### config.mk
export PLATFORM = sky130hd
export DESIGN_NAME = lsb_stego_embed_extract_flat
export DESIGN_NICKNAME = d
export VERILOG_FILES = /design/src/rtl/lse_pkg.sv /design/src/rtl/lse_if.sv /design/src/rtl/lsb_stego_embed_extract.sv /design/src/flat_wrapper.sv
export SDC_FILE = /design/constraint.sdc
export NUM_CORES = 1
export LEC_CHECK = 0
export BUFFER_PORTS_ARGS = -buffer_cell sky130_fd_sc_hd__clkbuf_2
export CORE_ASPECT_RATIO = 1.4
export CORE_UTILIZATION = 45
export CTS_CLUSTER_DIAMETER = 60
export DETAILED_ROUTE_END_ITERATION = 12
export MAX_ROUTING_LAYER = met4
export PLACE_DENSITY = 0.75
export SETUP_SLACK_MARGIN = 0.3
export SLEW_MARGIN = 10
export SYNTH_ARGS = -nofsm -noshare
export SYNTH_HDL_FRONTEND = slang
export SYNTH_SLANG_ARGS = --single-unit
### constraint.sdc
create_clock -name clk -period 4.2 [get_ports clk]
set_input_delay 0.63 -clock clk [delete_from_list [all_inputs] [get_ports clk]]
set_output_delay 0.63 -clock clk [all_outputs]
set_load 0.1 [all_outputs]
### src/rtl/lse_pkg.sv
package lse_pkg;

  // Configuration port geometry.
  localparam int unsigned CFG_DATA_W = 32;
  localparam int unsigned CFG_ADDR_W = 3;

  // Register index of the mode register, taken from the word address bit, paddr[2].
  localparam logic REG_MODE = 1'b0;

  // Mode codes.
  localparam logic MODE_EMBED   = 1'b0;
  localparam logic MODE_EXTRACT = 1'b1;

  // Terminator length and the run length that flags the end of a hidden text.
  localparam logic [3:0] TERM_LEN   = 4'd8;
  localparam logic [3:0] RUN_TARGET = 4'd8;

  // Characters of the terminator and of its set.
  localparam logic [7:0] CH_EQ = 8'h3D;  // '='
  localparam logic [7:0] CH_LT = 8'h3C;  // '<'
  localparam logic [7:0] CH_E  = 8'h45;  // 'E'
  localparam logic [7:0] CH_N  = 8'h4E;  // 'N'
  localparam logic [7:0] CH_D  = 8'h44;  // 'D'
  localparam logic [7:0] CH_EX = 8'h21;  // '!'
  localparam logic [7:0] CH_GT = 8'h3E;  // '>'

  typedef struct packed {
    logic [7:0] cover0;
    logic [7:0] cover1;
    logic [7:0] cover2;
    logic [7:0] cover3;
    logic [7:0] cover4;
    logic [7:0] cover5;
    logic [7:0] cover6;
    logic [7:0] cover7;
    logic [7:0] message_byte;
    logic       message_last;
  } lse_in_t;

  typedef struct packed {
    logic [7:0] stego0;
    logic [7:0] stego1;
    logic [7:0] stego2;
    logic [7:0] stego3;
    logic [7:0] stego4;
    logic [7:0] stego5;
    logic [7:0] stego6;
    logic [7:0] stego7;
    logic [7:0] recovered_byte;
    logic       end_found;
    logic       terminator_done;
  } lse_out_t;

  // Terminator character at a given position, "=<END!>=".
  function automatic logic [7:0] term_char(input logic [2:0] idx);
    logic [7:0] ch;
    case (idx)
      3'd0:    ch = CH_EQ;
      3'd1:    ch = CH_LT;
      3'd2:    ch = CH_E;
      3'd3:    ch = CH_N;
      3'd4:    ch = CH_D;
      3'd5:    ch = CH_EX;
      3'd6:    ch = CH_GT;
      default: ch = CH_EQ;
    endcase
    return ch;
  endfunction

  // True when a byte belongs to the terminator character set.
  function automatic logic in_marker_set(input logic [7:0] b);
    return (b == CH_EQ) || (b == CH_LT) || (b == CH_E) || (b == CH_N) ||
           (b == CH_D) || (b == CH_EX) || (b == CH_GT);
  endfunction

endpackage

### src/rtl/lse_if.sv
// Input channel: cover bytes plus the message byte to hide.
interface lse_in_if;
  import lse_pkg::*;

  logic    valid;
  logic    ready;
  lse_in_t data;

  modport source (output valid, output data, input ready);
  modport sink (input valid, input data, output ready);
endinterface

// Result channel: stego bytes plus the recovered byte and the extract and embed status.
interface lse_out_if;
  import lse_pkg::*;

  logic     valid;
  logic     ready;
  lse_out_t data;

  modport source (output valid, output data, input ready);
  modport sink (input valid, input data, output ready);
endinterface

### src/rtl/lsb_stego_embed_extract.sv
// LSB steganography embed and extract. Every input item carries eight cover
// bytes and one message byte; one result item comes back for each, passing
// through the input register and then the result register, and the block takes
// one item per clock as long as results are taken. The loop through the
// terminator phase and marker run counters is what sets that rate. In embed
// mode (mode register 0) each cover LSB takes one message bit, MSB in cover0; after
// an item flagged message_last the next eight embed items carry "=<END!>=" and the
// eighth raises terminator_done. In extract mode the cover LSBs are packed into
// recovered_byte, and end_found rises on the eighth consecutive byte from the set
// = < E N D ! > , after which the run starts over. Change the mode only while no
// item is in flight; a mode change keeps both counters.
module lsb_stego_embed_extract (
  input  logic                          clk,
  input  logic                          rst_n,
  lse_in_if.sink                        in_ch,
  lse_out_if.source                     out_ch,
  input  logic                          psel,
  input  logic                          penable,
  input  logic                          pwrite,
  input  logic [lse_pkg::CFG_ADDR_W-1:0] paddr,
  input  logic [lse_pkg::CFG_DATA_W-1:0] pwdata,
  output logic [lse_pkg::CFG_DATA_W-1:0] prdata,
  output logic                          pready
);
  import lse_pkg::*;

  logic       mode_r;
  logic [3:0] term_phase_r, term_phase_nxt;
  logic [3:0] marker_run_r, marker_run_nxt;

  logic       s1_valid_r;
  lse_in_t    s1_data_r;
  logic       s1_move;

  logic       out_valid_r;
  lse_out_t   out_data_r, out_data_nxt;

  logic [7:0] cover_lsbs;
  logic [7:0] embed_data;
  logic       term_pending;
  logic [3:0] phase_m1;
  logic [3:0] run_inc;

  // Configuration port: zero wait states, register chosen by the word address.
  assign pready = 1'b1;
  assign prdata = (paddr[2] == REG_MODE) ? {{(CFG_DATA_W-1){1'b0}}, mode_r}
                                         : '0;

  always_ff @(posedge clk) begin
    if (!rst_n) begin
      mode_r <= MODE_EMBED;
    end else if (psel && penable && pwrite && pready && (paddr[2] == REG_MODE)) begin
      mode_r <= pwdata[0];
    end
  end

  // Handshake: the input register advances when the result register is free.
  assign s1_move      = s1_valid_r && (!out_valid_r || out_ch.ready);
  assign in_ch.ready  = !s1_valid_r || s1_move;
  assign out_ch.valid = out_valid_r;
  assign out_ch.data  = out_data_r;

  // Input register.
  always_ff @(posedge clk) begin
    if (!rst_n) begin
      s1_valid_r <= 1'b0;
    end else if (in_ch.ready) begin
      s1_valid_r <= in_ch.valid;
    end
  end

  always_ff @(posedge clk) begin
    if (in_ch.valid && in_ch.ready) begin
      s1_data_r <= in_ch.data;
    end
  end

  // Message bit source and packed cover LSBs.
  assign cover_lsbs   = {s1_data_r.cover0[0], s1_data_r.cover1[0], s1_data_r.cover2[0],
                         s1_data_r.cover3[0], s1_data_r.cover4[0], s1_data_r.cover5[0],
                         s1_data_r.cover6[0], s1_data_r.cover7[0]};
  assign term_pending = (term_phase_r != 4'd0) && (term_phase_r <= TERM_LEN);
  assign phase_m1     = term_phase_r - 4'd1;
  assign embed_data   = term_pending ? term_char(phase_m1[2:0]) : s1_data_r.message_byte;
  assign run_inc      = marker_run_r + 4'd1;

  // Result and counter update for the item in the input register.
  always_comb begin
    term_phase_nxt = term_phase_r;
    marker_run_nxt = marker_run_r;
    out_data_nxt   = '0;
    if (mode_r == MODE_EMBED) begin
      out_data_nxt.stego0 = {s1_data_r.cover0[7:1], embed_data[7]};
      out_data_nxt.stego1 = {s1_data_r.cover1[7:1], embed_data[6]};
      out_data_nxt.stego2 = {s1_data_r.cover2[7:1], embed_data[5]};
      out_data_nxt.stego3 = {s1_data_r.cover3[7:1], embed_data[4]};
      out_data_nxt.stego4 = {s1_data_r.cover4[7:1], embed_data[3]};
      out_data_nxt.stego5 = {s1_data_r.cover5[7:1], embed_data[2]};
      out_data_nxt.stego6 = {s1_data_r.cover6[7:1], embed_data[1]};
      out_data_nxt.stego7 = {s1_data_r.cover7[7:1], embed_data[0]};
      if (term_pending) begin
        if (term_phase_r == TERM_LEN) begin
          out_data_nxt.terminator_done = 1'b1;
          term_phase_nxt = 4'd0;
        end else begin
          term_phase_nxt = term_phase_r + 4'd1;
        end
      end else begin
        term_phase_nxt = {3'b000, s1_data_r.message_last};
      end
    end else begin
      out_data_nxt.stego0         = s1_data_r.cover0;
      out_data_nxt.stego1         = s1_data_r.cover1;
      out_data_nxt.stego2         = s1_data_r.cover2;
      out_data_nxt.stego3         = s1_data_r.cover3;
      out_data_nxt.stego4         = s1_data_r.cover4;
      out_data_nxt.stego5         = s1_data_r.cover5;
      out_data_nxt.stego6         = s1_data_r.cover6;
      out_data_nxt.stego7         = s1_data_r.cover7;
      out_data_nxt.recovered_byte = cover_lsbs;
      if (in_marker_set(cover_lsbs)) begin
        if (run_inc >= RUN_TARGET) begin
          out_data_nxt.end_found = 1'b1;
          marker_run_nxt = 4'd0;
        end else begin
          marker_run_nxt = run_inc;
        end
      end else begin
        marker_run_nxt = 4'd0;
      end
    end
  end

  // Counters advance once per item, as it moves into the result register.
  always_ff @(posedge clk) begin
    if (!rst_n) begin
      term_phase_r <= 4'd0;
      marker_run_r <= 4'd0;
    end else if (s1_move) begin
      term_phase_r <= term_phase_nxt;
      marker_run_r <= marker_run_nxt;
    end
  end

  // Result register.
  always_ff @(posedge clk) begin
    if (!rst_n) begin
      out_valid_r <= 1'b0;
    end else if (s1_move) begin
      out_valid_r <= 1'b1;
    end else if (out_ch.ready) begin
      out_valid_r <= 1'b0;
    end
  end

  always_ff @(posedge clk) begin
    if (s1_move) begin
      out_data_r <= out_data_nxt;
    end
  end

  // The terminator phase never leaves its range of none pending or one to eight.
  a_phase_range: assert property (@(posedge clk) disable iff (!rst_n)
    term_phase_r <= TERM_LEN)
    else $error("terminator phase out of range");

  // The marker run restarts on reaching its target, so it stays below it.
  a_run_range: assert property (@(posedge clk) disable iff (!rst_n)
    marker_run_r < RUN_TARGET)
    else $error("marker run reached its target without restarting");

  // Embed and extract status never appear together on one item.
  a_status_excl: assert property (@(posedge clk) disable iff (!rst_n)
    out_valid_r |-> !(out_data_r.end_found && out_data_r.terminator_done))
    else $error("end_found and terminator_done both set");

  // A finished terminator leaves no terminator pending.
  a_done_clears: assert property (@(posedge clk) disable iff (!rst_n)
    (s1_move && out_data_nxt.terminator_done) |=> (term_phase_r == 4'd0))
    else $error("terminator phase not cleared after the last character");

endmodule

### src/flat_wrapper.sv
// flat-port wrapper written by rule: the top's interface ports become plain ports
module lsb_stego_embed_extract_flat import lse_pkg::*;
  (clk, rst_n, psel, penable, pwrite, paddr, pwdata, prdata, pready, in_ch_valid, in_ch_data, in_ch_ready, out_ch_valid, out_ch_data, out_ch_ready);
  lse_in_if in_ch_i ();
  lse_out_if out_ch_i ();
  input  logic clk;
  input  logic rst_n;
  input  logic psel;
  input  logic penable;
  input  logic pwrite;
  input  logic [lse_pkg::CFG_ADDR_W-1:0] paddr;
  input  logic [lse_pkg::CFG_DATA_W-1:0] pwdata;
  output logic [lse_pkg::CFG_DATA_W-1:0] prdata;
  output logic pready;
  input wire logic [$bits(in_ch_i.valid)-1:0] in_ch_valid;
  input wire logic [$bits(in_ch_i.data)-1:0] in_ch_data;
  output wire logic [$bits(in_ch_i.ready)-1:0] in_ch_ready;
  output wire logic [$bits(out_ch_i.valid)-1:0] out_ch_valid;
  output wire logic [$bits(out_ch_i.data)-1:0] out_ch_data;
  input wire logic [$bits(out_ch_i.ready)-1:0] out_ch_ready;
  assign in_ch_i.valid = in_ch_valid;
  assign in_ch_i.data = in_ch_data;
  assign in_ch_ready = in_ch_i.ready;
  assign out_ch_valid = out_ch_i.valid;
  assign out_ch_data = out_ch_i.data;
  assign out_ch_i.ready = out_ch_ready;
  lsb_stego_embed_extract u_core (.clk(clk), .rst_n(rst_n), .in_ch(in_ch_i), .out_ch(out_ch_i), .psel(psel), .penable(penable), .pwrite(pwrite), .paddr(paddr), .pwdata(pwdata), .prdata(prdata), .pready(pready));
endmodule
==> results, run 1 <==
- Traced cell by cell, the critical path runs through nor2b_1 > clkbuf_2.
- The total setup buffers inserted after CTS is 0.
- The worst-path maximum fanout is 25.
- The count of cells along the worst register-to-register path is 6.
- The share of the clock period used by the worst path after layout is 0.608.
- The final-report setup violation count is 0.
- The final global-route overflow total is 0.
- Once detailed placement completed, the half-perimeter wirelength came to 6.81 mm.
- The share of the synthesized area in the top cell type is 0.768.
- Entering global routing, the biggest net connects 75 pins.
- Summed over all cells, the static leakage comes to 2.85 nW.
- For this run, asynchronously set or reset flops after synthesis account for 0.
- The iteration count of the initial detailed-routing pass is 4.
- The post-route setup TNS is 0 ps.
- The area of the core is between 0.01 and 0.015 sq mm.
- The end of the worst register-to-register path is u_core.out_ch.data[10].
- For this run, the total global-route usage over all layers was measured as 0.154.
- In this run the tool buffered the top-level ports with 158 buffer cells.
- The first global-routing pass estimated 15.1 mm of wire.
- The number of core rows is 48.
- Clock latency on the worst-skew pair, taken at its later pin, is 410 ps.
- The first-iteration detailed-routing DRC count is 131.
- The number of nets with antenna violations after detailed routing is 0.
- The register clock-pin slew on the reported worst setup and hold paths is 70 ps.
- The routability congestion estimate is 0.888.
- The sum of buffers and inverters on the critical path is 1.
- The H-tree generated during clock tree synthesis spans 4 levels.
- In the routed layout, each cell is associated on average with a via count of 4.80.
- The critical path class is reg -> out.
- The kind of cell with the highest combined delay along the critical path is flip-flops.
- The final route contains 3166 vias.
- The clock period could shrink to 2550 ps.
- The Yosys warning count is 0.
- The growth of design area from synthesis to finish is 24.9%.
- 224 I/O pins were placed.
- After synthesis, the most frequently instantiated cells are sky130_fd_sc_hd__edfxtp_1, sky130_fd_sc_hd__buf_4, sky130_fd_sc_hd__nand2_1.
- After detailed placement, the design holds a cell count of 627.
- In the final design database the tool counted 615 nets.
- In the synthesized netlist, the number of instances is between 300 and 400.
- The maximum clock frequency is 392 MHz.
- The total count of max-transition violations in the final report is 0.
- The initial utilization of the core area, before any placement, comes to 0.465.
- The relative slew slack is 0.362.
- The worst clock skew on the final layout is 9.37 ps.
- Buffers inserted during clock tree synthesis total 17.
- The maximum VDD drop is 0.000240 V.
- The number of standard cells in the final layout excluding fillers is 659.
- The total wirelength of the detailed-routed design is 9.80 mm.
- The initial antenna violation count was 0.
- For hold timing, the worst endpoint is u_core.s1_data_r[59].
- The worst setup path is captured at a primary output.
- The maximum buffer depth of the clock tree is 2.
- The number of remaining DRC errors is 0.
- The number of antenna diodes in the final layout is 0.
- The via count of the first global-routing pass came to around 3000.
- TritonCTS built the clock tree.
- The die is 97.5 um wide.
- Among all flip-flop cells after synthesis, the most frequent one is sky130_fd_sc_hd__edfxtp_1.
- The number of synthesized flops with an enable pin is ~150.
- The tree is rooted in a sky130_fd_sc_hd__clkbuf_16.
- sky130_fd_sc_hd__edfxtp_1 takes more of the synthesized area than any other cell.
- The number of max-cap violations is 0.
- The share of the Yosys chip area taken by registers is 0.806.
- The worst endpoint required time is 3570 ps.
- By area the synthesized netlist is led by sky130_fd_sc_hd__edfxtp_1, sky130_fd_sc_hd__buf_4, sky130_fd_sc_hd__dfxtp_1.
- The post-synthesis register bit count is approximately 160.
- Dividing the detail-routed wire length by the instance count gives between 10 and 15 um.
- The flow ran to the end, and the final reports show no timing, DRC or antenna violations.
- Of the cells placed in the final design, the portion with a size suffix greater than 1 is 0.385.
- The slowest stage of the critical path belongs to the cell sky130_fd_sc_hd__dfxtp_1.
- The number of hold violations in the final report is 0.
- The sort of element at the start of the critical path is a flip-flop.
- The post-cts sizing count is 0.
- Averaged over all synthesized cells, the footprint is 17.5 sq um.
- The die is 136 um tall.
- The worst register-to-register path has a setup slack of 1860 ps.
- In this design, the stage delay of the slowest critical-path cell is 850 ps.
- The mapped netlist covers 0.00575 sq mm.
- The actual transition at the worst max-transition pin is 957 ps.
- The data arrival at the endpoint of the critical path is approximately 1900 ps.
- The hold buffer count at CTS is 0.
- The class of the tightest hold or removal check is in -> reg.
- The hold path depth is 1.
- The TritonCTS sink count is 158.
- sky130_fd_sc_hd__edfxtp_1 is the most common cell in the netlist.
- In this run the most critical hold path is launched from in_ch_data[59].
- The startpoint of the worst-slack reg-to-reg timing path is u_core.term_phase_r[1].
- Setup repair after global routing left no endpoint under its margin.
- In this run the power density over the cells is 539 mW/mm^2.
- The overall die area is 0.0132 sq mm.
- After synthesis, the netlist uses 47 different library cells.
-- worst reg2reg max path, cell delays in order (launching register included) --
cell	delay (ps)
sky130_fd_sc_hd__dfxtp_1	380
sky130_fd_sc_hd__inv_1	150
sky130_fd_sc_hd__ha_1	520
sky130_fd_sc_hd__nor2b_1	350
sky130_fd_sc_hd__xnor2_1	250
sky130_fd_sc_hd__o221ai_1	360
sky130_fd_sc_hd__nand2b_1	80
-- metrics by stage --
step / hold WS [ps] / power (W) / worst slack (ps) / utilization / cell area (sq um)
after floorplan: 400 / 0.00231 / 305 / - / 5860
after global placement: 400 / 0.00237 / 1950 / 0.532 / 6580
after detailed placement: 405 / 0.00238 / 1900 / 0.532 / 6580
after CTS: 377 / 0.00391 / 1600 / 0.581 / 7180
after global routing: 373 / 0.00399 / 1490 / 0.581 / 7180
final: 394 / 0.00387 / 1650 / 0.581 / 7180
-- report_power, final --
| part | internal, W | switching (W) |
|---|---|---|
| Combinational | 0.0000651 | 0.000439 |
| Clock | 0.000898 | 0.000634 |
| Sequential | 0.00181 | 0.0000254 |
| Total | 0.00278 | 0.00110 |
-- placed cells by master (no fill, tap or decap), types with 3 or more instances in the layout --
master / Yosys / routed
sky130_fd_sc_hd__dfxtp_1: 11 / 11
sky130_fd_sc_hd__nor2b_1: 6 / 6
sky130_fd_sc_hd__clkbuf_16: 0 / 17
sky130_fd_sc_hd__inv_8: 0 / 4
sky130_fd_sc_hd__and2_1: 9 / 7
sky130_fd_sc_hd__clkbuf_2: 0 / 158
sky130_fd_sc_hd__and3_1: 4 / 4
sky130_fd_sc_hd__o21bai_1: 4 / 4
sky130_fd_sc_hd__nand2b_1: 8 / 8
sky130_fd_sc_hd__nand3b_1: 3 / 3
sky130_fd_sc_hd__nor2_1: 11 / 11
sky130_fd_sc_hd__a21oi_1: 6 / 6
sky130_fd_sc_hd__o21ai_1: 6 / 6
sky130_fd_sc_hd__nand2_1: 13 / 13
sky130_fd_sc_hd__nor3_1: 5 / 5
sky130_fd_sc_hd__conb_1: 2 / 32
sky130_fd_sc_hd__inv_1: 7 / 7
sky130_fd_sc_hd__nand3_1: 4 / 4
sky130_fd_sc_hd__ha_1: 4 / 4
sky130_fd_sc_hd__clkinvlp_4: 0 / 3
sky130_fd_sc_hd__clkinv_4: 0 / 3
sky130_fd_sc_hd__edfxtp_1: 147 / 147
-- cells by family (layout without fill, tap and decap cells) --
group,Yosys count,in the layout,synth area share
mux,5,5,0.00936
buf+inv,47,197,0.0516
simple gates,70,70,0.0666
fa+ha+maj,4,4,0.00870
other cells,2,32,0.00131
flops,158,158,0.806
compound gates,40,40,0.0520
xor+xnor,3,3,0.00457
-- per-layer routing --
layer / share of wire / vias up / GRT usage / routed length [um]
met5: 0 / - / - / 0
met4: 0.021 / 0 / 0.0768 / 201
met3: 0.058 / 15 / 0.0377 / 573
met2: 0.52 / 141 / 0.254 / 5070
met1: 0.40 / 1490 / 0.177 / 3960
li1: - / 1520 / - / -
-- worst max path at each step --
stage                                      start                     end  depth (start not counted)
after global placement    u_core.term_phase_r[1]  u_core.out_ch.data[10]                          6
after CTS                          u_core.mode_r               prdata[0]                          2
after detailed placement  u_core.term_phase_r[1]  u_core.out_ch.data[10]                          6
final                              u_core.mode_r               prdata[0]                          2
after global routing               u_core.mode_r               prdata[0]                          2
after floorplan              u_core.out_ch.valid    u_core.cover_lsbs[0]                          3
-- registers in the layout, indices dropped and copies added (netlist names) --
register and flops:
u_core.s1_data_r 65, u_core.mode_r 1, u_core.term_phase_r 4, u_core.s1_valid_r 1, u_core.cover_lsbs 8, u_core.out_ch.data 74, u_core.marker_run_r 4, u_core.out_ch.valid 1
-- area by class of cell --
cell class	instances	area, sq um
clock inverter	15	183
tap	150	188
multi-input combinational	154	937
inverter	7	26.3
fill	975	5190
clock buffer	17	425
timing repair buffer	158	791
sequential	158	4630
(Power assumes the default switching activity.)
==> inputs of run 2 (changes only) <==
Settings changed: CORE_UTILIZATION 45 to 44, PLACE_DENSITY 0.75 to 0.76.
Clock period 4.2 ns to 2.1 ns, I/O delays scaled along.
==> run 2 against run 1 <==
Largest power group unchanged. Total power increased by 99%. Global-route usage increased by 0.51 points. Critical path type is now reg -> reg. Count of clock-buffer cells in the layout unchanged. Non-clock buffer count increased by 15. Via count increased by 3.6%. Hold slack got worse by 320 ps.
==> results, run 2 (synthesis gave the netlist of run 1 again) <==
- The total I/O pin count is 224 (unchanged).
- The hold buffer count at CTS is 0 (unchanged).
- The final critical path time including I/O delays and setup is 1930 ps.
- The overall power after layout came to 0.00770 W (+99%).
- The power per unit of standard cell area is 1040 mW/mm^2 (+92%).
- The post-detailed-route via-to-cell ratio was 4.85 (+0.88%).
- The iteration count of the initial detailed-routing pass is 5 (+1).
- The data arrival at the endpoint of the critical path was 2280 ps (+360 ps).
- The count of cells along the worst register-to-register path was 4 (-2).
- The worst register-to-register path begins at u_core.cover_lsbs[4].
- The number of hold violations in the final report is 0 (unchanged).
- The count of filler cells inserted in the layout is 1004 (+3.0%).
- The maximum buffer depth of the clock tree is 2 (unchanged).
- The number of remaining DRC errors is 0 (unchanged).
- The die boundary width came to 98.6 um (+1.1%).
- The number of core rows came to 49 (+2.1%).
- The initial antenna violation count was 0 (unchanged).
- The area of the core is 0.0128 sq mm (+3.6%).
- The layout net count came to 630 (+2.4%).
- The global-route wire length before repair came to 15.4 mm (+2.6%).
- The clock tree from TritonCTS is built.
- The source-to-sink clock delay at the later pin of the worst-skew pair is 410 ps (about the same).
- The worst register-to-register path ends at u_core.marker_run_r[0].
- The flip-flop count of the largest register, all copies and words added was 74 (unchanged).
- The worst-path maximum fanout came to 4 (-84%).
- The global-route track usage on met2 came to 0.270 (+0.0159).
- The post-route setup TNS came to 0 ps (unchanged).
- The via count of the first global-routing pass came to 3240 (+5.7%).
- The critical path is of the reg -> reg type.
- The antenna diode count is 0 (unchanged).
- The die boundary height is 137 um (+1.1%).
- The TritonCTS sink count is 158 (unchanged).
- The top cell types in the final layout, fill and taps aside, are sky130_fd_sc_hd__clkbuf_2, sky130_fd_sc_hd__edfxtp_1, sky130_fd_sc_hd__conb_1.
- The critical path endpoint category is a flip-flop.
- The number of buffers inserted by port buffering was 158 (unchanged).
- The register clock-pin slew on the reported worst setup and hold paths was 70 ps (about the same).
- The routability congestion estimate came to 0.930 (+4.7%).
- The average routed wire per standard cell is 15.6 um (+4.8%).
- The final HPWL from detailed placement is 7.39 mm (+8.5%).
- The first-iteration detailed-routing DRC count is 198 (+51%).
- The final-report setup violation count was 0 (unchanged).
- The class of the tightest hold or removal check is in -> reg.
- The leakage power figure was 2.95 nW (+3.3%).
- The global routing usage summed across all routing layers is 0.159 (+0.00507).
- Timing would allow up to ~520 MHz.
- The growth of design area from synthesis to finish is 29.0%.
- The met1 capacity usage during global routing is 0.164 (-0.0130).
- The total wirelength of the detailed-routed design is 10.6 mm (+7.7%).
- The worst setup path is launched from a flip-flop.
- The worst endpoint required time is 2450 ps (-1120 ps).
- The number of vias after detailed routing is 3281 (+3.6%).
- The worst clock skew on the final layout is 9.90 ps (+0.539 ps).
- The maximum VDD drop is 0.000563 V (+130%).
- The relative slew slack was 0.630 (+0.269).
- Leaving out fill and tap cells, the most frequent cell in the layout is sky130_fd_sc_hd__clkbuf_2.
- The number of max-cap violations came to 0 (unchanged).
- The total count of max-transition violations in the final report was 0 (unchanged).
- The total instance count after detailed placement is 640 (+2.1%).
- The actual transition at the worst max-transition pin is 550 ps (-407 ps).
- The critical path ends at u_core.marker_run_r[0].
- The clock tree root buffer cell is sky130_fd_sc_hd__clkbuf_16.
- The flow ran to the end, and the final reports show no timing, DRC or antenna violations.
- The number of nets with antenna violations after detailed routing is 0 (unchanged).
- The share of post-route cells with drive strength above 1 is 0.433 (+0.0481).
- The setup slack of the worst register-to-register path is 170 ps (-1690 ps).
- The maximum level of the CTS H-tree is 4 (unchanged).
- The number of standard cells in the final layout excluding fillers is 677 (+2.7%).
- The final global-route overflow total was 0 (unchanged).
- The met3 routing resource usage after global routing is 0.0507 (+0.0131).
- The number of buffers inserted during clock tree synthesis came to 17 (unchanged).
- Of the available clock period, the critical path in the final layout requires 0.920.
- The overall die area came to 0.0135 sq mm (+2.2%).
- The critical path starts at u_core.cover_lsbs[4].
- The initial core utilization is 0.449 (-0.0160).
- Setup repair after global routing could not meet its margin everywhere.
- The largest net degree at the start of global routing is 45 (-40%).
- The layer flagged by global routing as most heavily used is met2.
## run 2: changes by cell type in the layout (fill, tap and decap cells not counted), moves of 3 or more
cell,previous run,this run
sky130_fd_sc_hd__buf_4,0,13
sky130_fd_sc_hd__dfxtp_1,11,7
sky130_fd_sc_hd__inv_6,1,5
sky130_fd_sc_hd__buf_12,0,3
sky130_fd_sc_hd__clkinvlp_4,3,0
## run 2: layout make-up
type / count / area, sq um / share of cell area
inverters: 7 / 26.3 / 0.00354
well taps: 153 / 191 / 0.0258
flip-flops and latches: 158 / 4640 / 0.626
clock inverters: 15 / 161 / 0.0218
clock buffers: 17 / 425 / 0.0573
repair buffers: 173 / 943 / 0.127
multi-input cells: 154 / 1030 / 0.138
## run 2: through the flow
stage / area, sq um / setup slack [ps] / util / hold WS (ps)
finish: 7420 / 167 / 0.579 / 71.6
global route: 7420 / 132 / 0.579 / 47.5
CTS: 7360 / 195 / 0.574 / 53.0
detailed placement: 6730 / 181 / 0.526 / 405
global placement: 6730 / 222 / 0.526 / 400
floorplan: 5910 / 281 / - / 400
## run 2: worst min-delay path by stage
stage | from | to | slack, ps | cells after the start
2_1_floorplan | u_core.s1_data_r[10] | u_core.out_ch.data[11] | 400 | 0
3_3_place_gp | u_core.s1_data_r[61] | u_core.out_ch.data[62] | 400 | 0
3_5_place_dp | u_core.s1_data_r[10] | u_core.out_ch.data[11] | 400 | 0
4_1_cts | in_ch_data[58] | u_core.s1_data_r[58] | 50 | 1
5_1_grt | in_ch_data[51] | u_core.s1_data_r[51] | 50 | 1
6_report | in_ch_data[54] | u_core.s1_data_r[54] | 70 | 1
## run 2: repair_timing
action                     4_1_cts  5_1_grt
setup endpoints to repair        9       12
hold endpoints to repair         0        0
gates resized for setup          4       10
pin swaps                        0        1
setup buffers                    2        3
## run 2: critical path, stage by stage, from the launching register on
cell                       delay, ps
sky130_fd_sc_hd__edfxtp_1        410
sky130_fd_sc_hd__or4b_4          550
sky130_fd_sc_hd__a211o_4         380
sky130_fd_sc_hd__a2111o_1        400
sky130_fd_sc_hd__a21oi_2         130
## run 2: report_power, final
group,internal (W),switching [W],total [W]
logic,0.000161,0.000894,0.00105
clock network,0.00160,0.00137,0.00297
registers,0.00362,0.0000521,0.00367
total,0.00538,0.00232,0.00770
## run 2: routing by layer
layer / wire (um) / vias to the layer above
li1: - / 1549
met1: 3890 / 1570
met2: 5740 / 142
met3: 649 / 20
met4: 276 / 0
met5: 0 / -
==> inputs of run 3 (changes only) <==
Settings changed: CORE_UTILIZATION 44 to 45, PLACE_DENSITY 0.76 to 0.75.
Clock period 2.1 ns to 1.8 ns, I/O delays scaled along.
==> run 3 against run 2 <==
The flow now finishes with violations (setup timing). Sequential share of layout area down 4.6 points. Via count up 5.6%. Combinational power up 30%. Die area down 2.2%. Cell area up 8.2%. Hold slack worse by 41 ps. Fmax up 1.9%. Routed wire length up 18%. Core utilization up 7.0 points. Total power up 17%.
==> results, run 3 (synthesis gave the netlist of run 1 again) <==
- The layout net count came to 663 (+5.2%).
- The maximum level of the CTS H-tree is 4 (unchanged).
- The routability congestion estimate came to 0.847 (-8.9%).
- The post-route setup TNS is -215 ps (-215 ps).
- The via count of the first global-routing pass is 3378 (+4.3%).
- The number of standard cells in the final layout excluding fillers is 707 (+4.4%).
- The share of the core filled with cells is 0.649 (+0.0698).
- The gate family responsible for the most delay along the worst path is compound AO/OA/AOI/OAI gates.
- The flip-flop count of the largest register, all copies and words added is 74 (unchanged).
- The critical path endpoint category is a flip-flop.
- The antenna diode count is 0 (unchanged).
- The register clock-pin slew on the reported worst setup and hold paths is 70 ps (about the same).
- The final global-route overflow total came to 0 (unchanged).
- The slowest stage of the critical path belongs to the cell sky130_fd_sc_hd__or4b_4.
- The worst setup path is launched from a flip-flop.
- The highest metal layer with signal wires is met4.
- The longest individual stage delay on the worst path is 550 ps (about the same).
- The relative slew slack is 0.621 (-0.00988).
- The library cells used most frequently in the layout, excluding fill and tap cells, are sky130_fd_sc_hd__edfxtp_1, sky130_fd_sc_hd__clkbuf_2, sky130_fd_sc_hd__conb_1, sky130_fd_sc_hd__buf_4, sky130_fd_sc_hd__buf_2.
- The number of core rows is 48 (-2.0%).
- The worst setup path is of the reg -> reg kind.
- The die boundary width is 97.5 um (-1.1%).
- The number of max-cap violations is 0 (unchanged).
- The met1 routed wirelength after detailed routing came to 4.64 mm (+19%).
- The TritonCTS sink count is 158 (unchanged).
- The largest net degree at the start of global routing is 40 (-11%).
- The average routed wire per standard cell is 17.6 um (+13%).
- The final-report setup violation count was 4 (+4).
- The maximum buffer depth of the clock tree came to 2 (unchanged).
- The path class of the tightest hold or removal check is in -> reg.
- The iteration count of the initial detailed-routing pass is 4 (-1).
- The power per unit of standard cell area came to 1120 mW/mm^2 (+8.3%).
- The critical path goes through or4b_4 > a211o_4 > a2111o_1 > a21oi_2.
- The register area is 0.00465 sq mm (+0.19%).
- The number of vias after detailed routing is 3465 (+5.6%).
- The data arrival at the endpoint of the critical path came to 2240 ps (-40 ps).
- The worst-path maximum fanout is 4 (unchanged).
- The die boundary height was 136 um (-1.1%).
- The number of hold violations in the final report is 0 (unchanged).
- The hold buffer count at CTS was 0 (unchanged).
- The checks that failed: setup timing.
- The count of filler cells inserted in the layout is 864 (-14%).
- The growth of design area from synthesis to finish is 39.6%.
- The area of the core is 0.0124 sq mm (-3.4%).
- The total wirelength of the detailed-routed design is 12.5 mm (+18%).
- The least setup slack across all paths after layout was -97.1 ps (-264 ps).
- The run finished, with violations left.
- The total count of max-transition violations in the final report was 0 (unchanged).
- The number of nets with antenna violations after detailed routing is 0 (unchanged).
- The initial antenna violation count is 0 (unchanged).
- TritonCTS built the clock tree.
- The number of buffers inserted during clock tree synthesis is 17 (unchanged).
- The detailed route wirelength on metal3 was 901 um (+39%).
- The wire length on met2 came to 6.56 mm (+14%).
- The sum of buffers and inverters on the critical path is 0 (unchanged).
- The share of post-route cells with drive strength above 1 is 0.512 (+0.0785).
- The actual transition at the worst max-transition pin is 572 ps (+21.2 ps).
- The worst clock skew on the final layout is 13.7 ps (+3.80 ps).
- The multi-input gate area in the final layout is 0.00126 sq mm (+23%).
- The first-iteration detailed-routing DRC count is 250 (+26%).
- The final HPWL from detailed placement is 8.21 mm (+11%).
- The post-detailed-route via-to-cell ratio was 4.90 (+1.1%).
- The number of buffers inserted by port buffering is 158 (unchanged).
- The total I/O pin count is 224 (unchanged).
- The maximum VDD drop is 0.000552 V (-2.0%).
- The initial core utilization is 0.465 (+0.0160).
- The worst hold-check slack was 30.2 ps (-41.4 ps).
- The overall die area is 0.0132 sq mm (-2.2%).
- The worst endpoint required time came to 2140 ps (-310 ps).
- The total instance count after detailed placement was 640 (unchanged).
- The global routing usage summed across all routing layers is 0.193 (+0.0340).
- The pre-CTS worst setup slack is -117 ps (-298 ps).
- Setup repair after global routing could not meet its margin everywhere.
- The number of remaining DRC errors came to 0 (unchanged).
- The maximum clock frequency came to 527 MHz (+1.9%).
- The share of the clock period used by the worst path after layout is 1.05 (+0.133).
- The final critical path time including I/O delays and setup is 1900 ps (-35.9 ps).
- The tree is rooted in a sky130_fd_sc_hd__clkbuf_16.
- The global-route wire length before repair is 18.3 mm (+19%).
- Leaving out fill and tap cells, the most frequent cell in the layout is sky130_fd_sc_hd__edfxtp_1.
- The leakage power figure was 3.19 nW (+8.3%).
- The source-to-sink clock delay at the later pin of the worst-skew pair is 410 ps (about the same).
==> run 3: cell types whose count changed in the layout (fill, tap and decap cells not counted), moves of 3 or more <==
| cell | before | now |
|---|---|---|
| sky130_fd_sc_hd__nor3_1 | 5 | 2 |
| sky130_fd_sc_hd__dfxtp_1 | 7 | 4 |
| sky130_fd_sc_hd__clkbuf_4 | 0 | 14 |
| sky130_fd_sc_hd__buf_12 | 3 | 6 |
| sky130_fd_sc_hd__inv_8 | 5 | 1 |
| sky130_fd_sc_hd__clkinv_8 | 3 | 0 |
| sky130_fd_sc_hd__buf_4 | 13 | 32 |
| sky130_fd_sc_hd__clkinvlp_4 | 0 | 4 |
| sky130_fd_sc_hd__buf_2 | 0 | 21 |
| sky130_fd_sc_hd__buf_6 | 0 | 9 |
| sky130_fd_sc_hd__clkbuf_2 | 157 | 121 |
==> run 3: final timing paths <==
path	from	end	slack, ps	depth (start not counted)
hold reg to reg	u_core.s1_data_r[38]	u_core.out_ch.data[39]	410	0
hold / removal	in_ch_data[60]	u_core.s1_data_r[60]	30	1
setup reg to reg	u_core.cover_lsbs[2]	u_core.marker_run_r[0]	-100	4
setup / recovery	u_core.cover_lsbs[2]	u_core.marker_run_r[0]	-100	4
==> run 3: layout make-up <==
class,instances,area share
inverters,7,0.00390
well taps,150,0.0234
flip-flops and latches,158,0.580
clock buffers,18,0.0535
repair buffers,206,0.166
multi-input cells,154,0.157
clock inverters,14,0.0165
==> run 3: metal layers <==
layer / track usage / vias up
met4: 0.0923 / 0
met5: - / -
met2: 0.331 / 190
met3: 0.0526 / 28
met1: 0.208 / 1642
li1: - / 1605
==> run 3: metrics by stage <==
| step | total power (W) | cell area [sq um] |
|---|---|---|
| after floorplan | 0.00540 | 6000 |
| after global placement | 0.00559 | 6850 |
| after detailed placement | 0.00562 | 6850 |
| after CTS | 0.00904 | 7770 |
| after global routing | 0.00929 | 8030 |
| final | 0.00902 | 8030 |
==> run 3: what timing repair did <==
item	in CTS	in global routing
gates resized for setup	53	43
setup endpoints to repair	29	48
pin swaps	12	14
buffers inserted	17	18
==> run 3: report_power, final <==
group          total, W  switching (W)  internal [W]
Sequential      0.00429      0.0000648       0.00422
Clock           0.00336        0.00143       0.00192
Combinational   0.00137        0.00109      0.000279
Total           0.00902        0.00259       0.00643
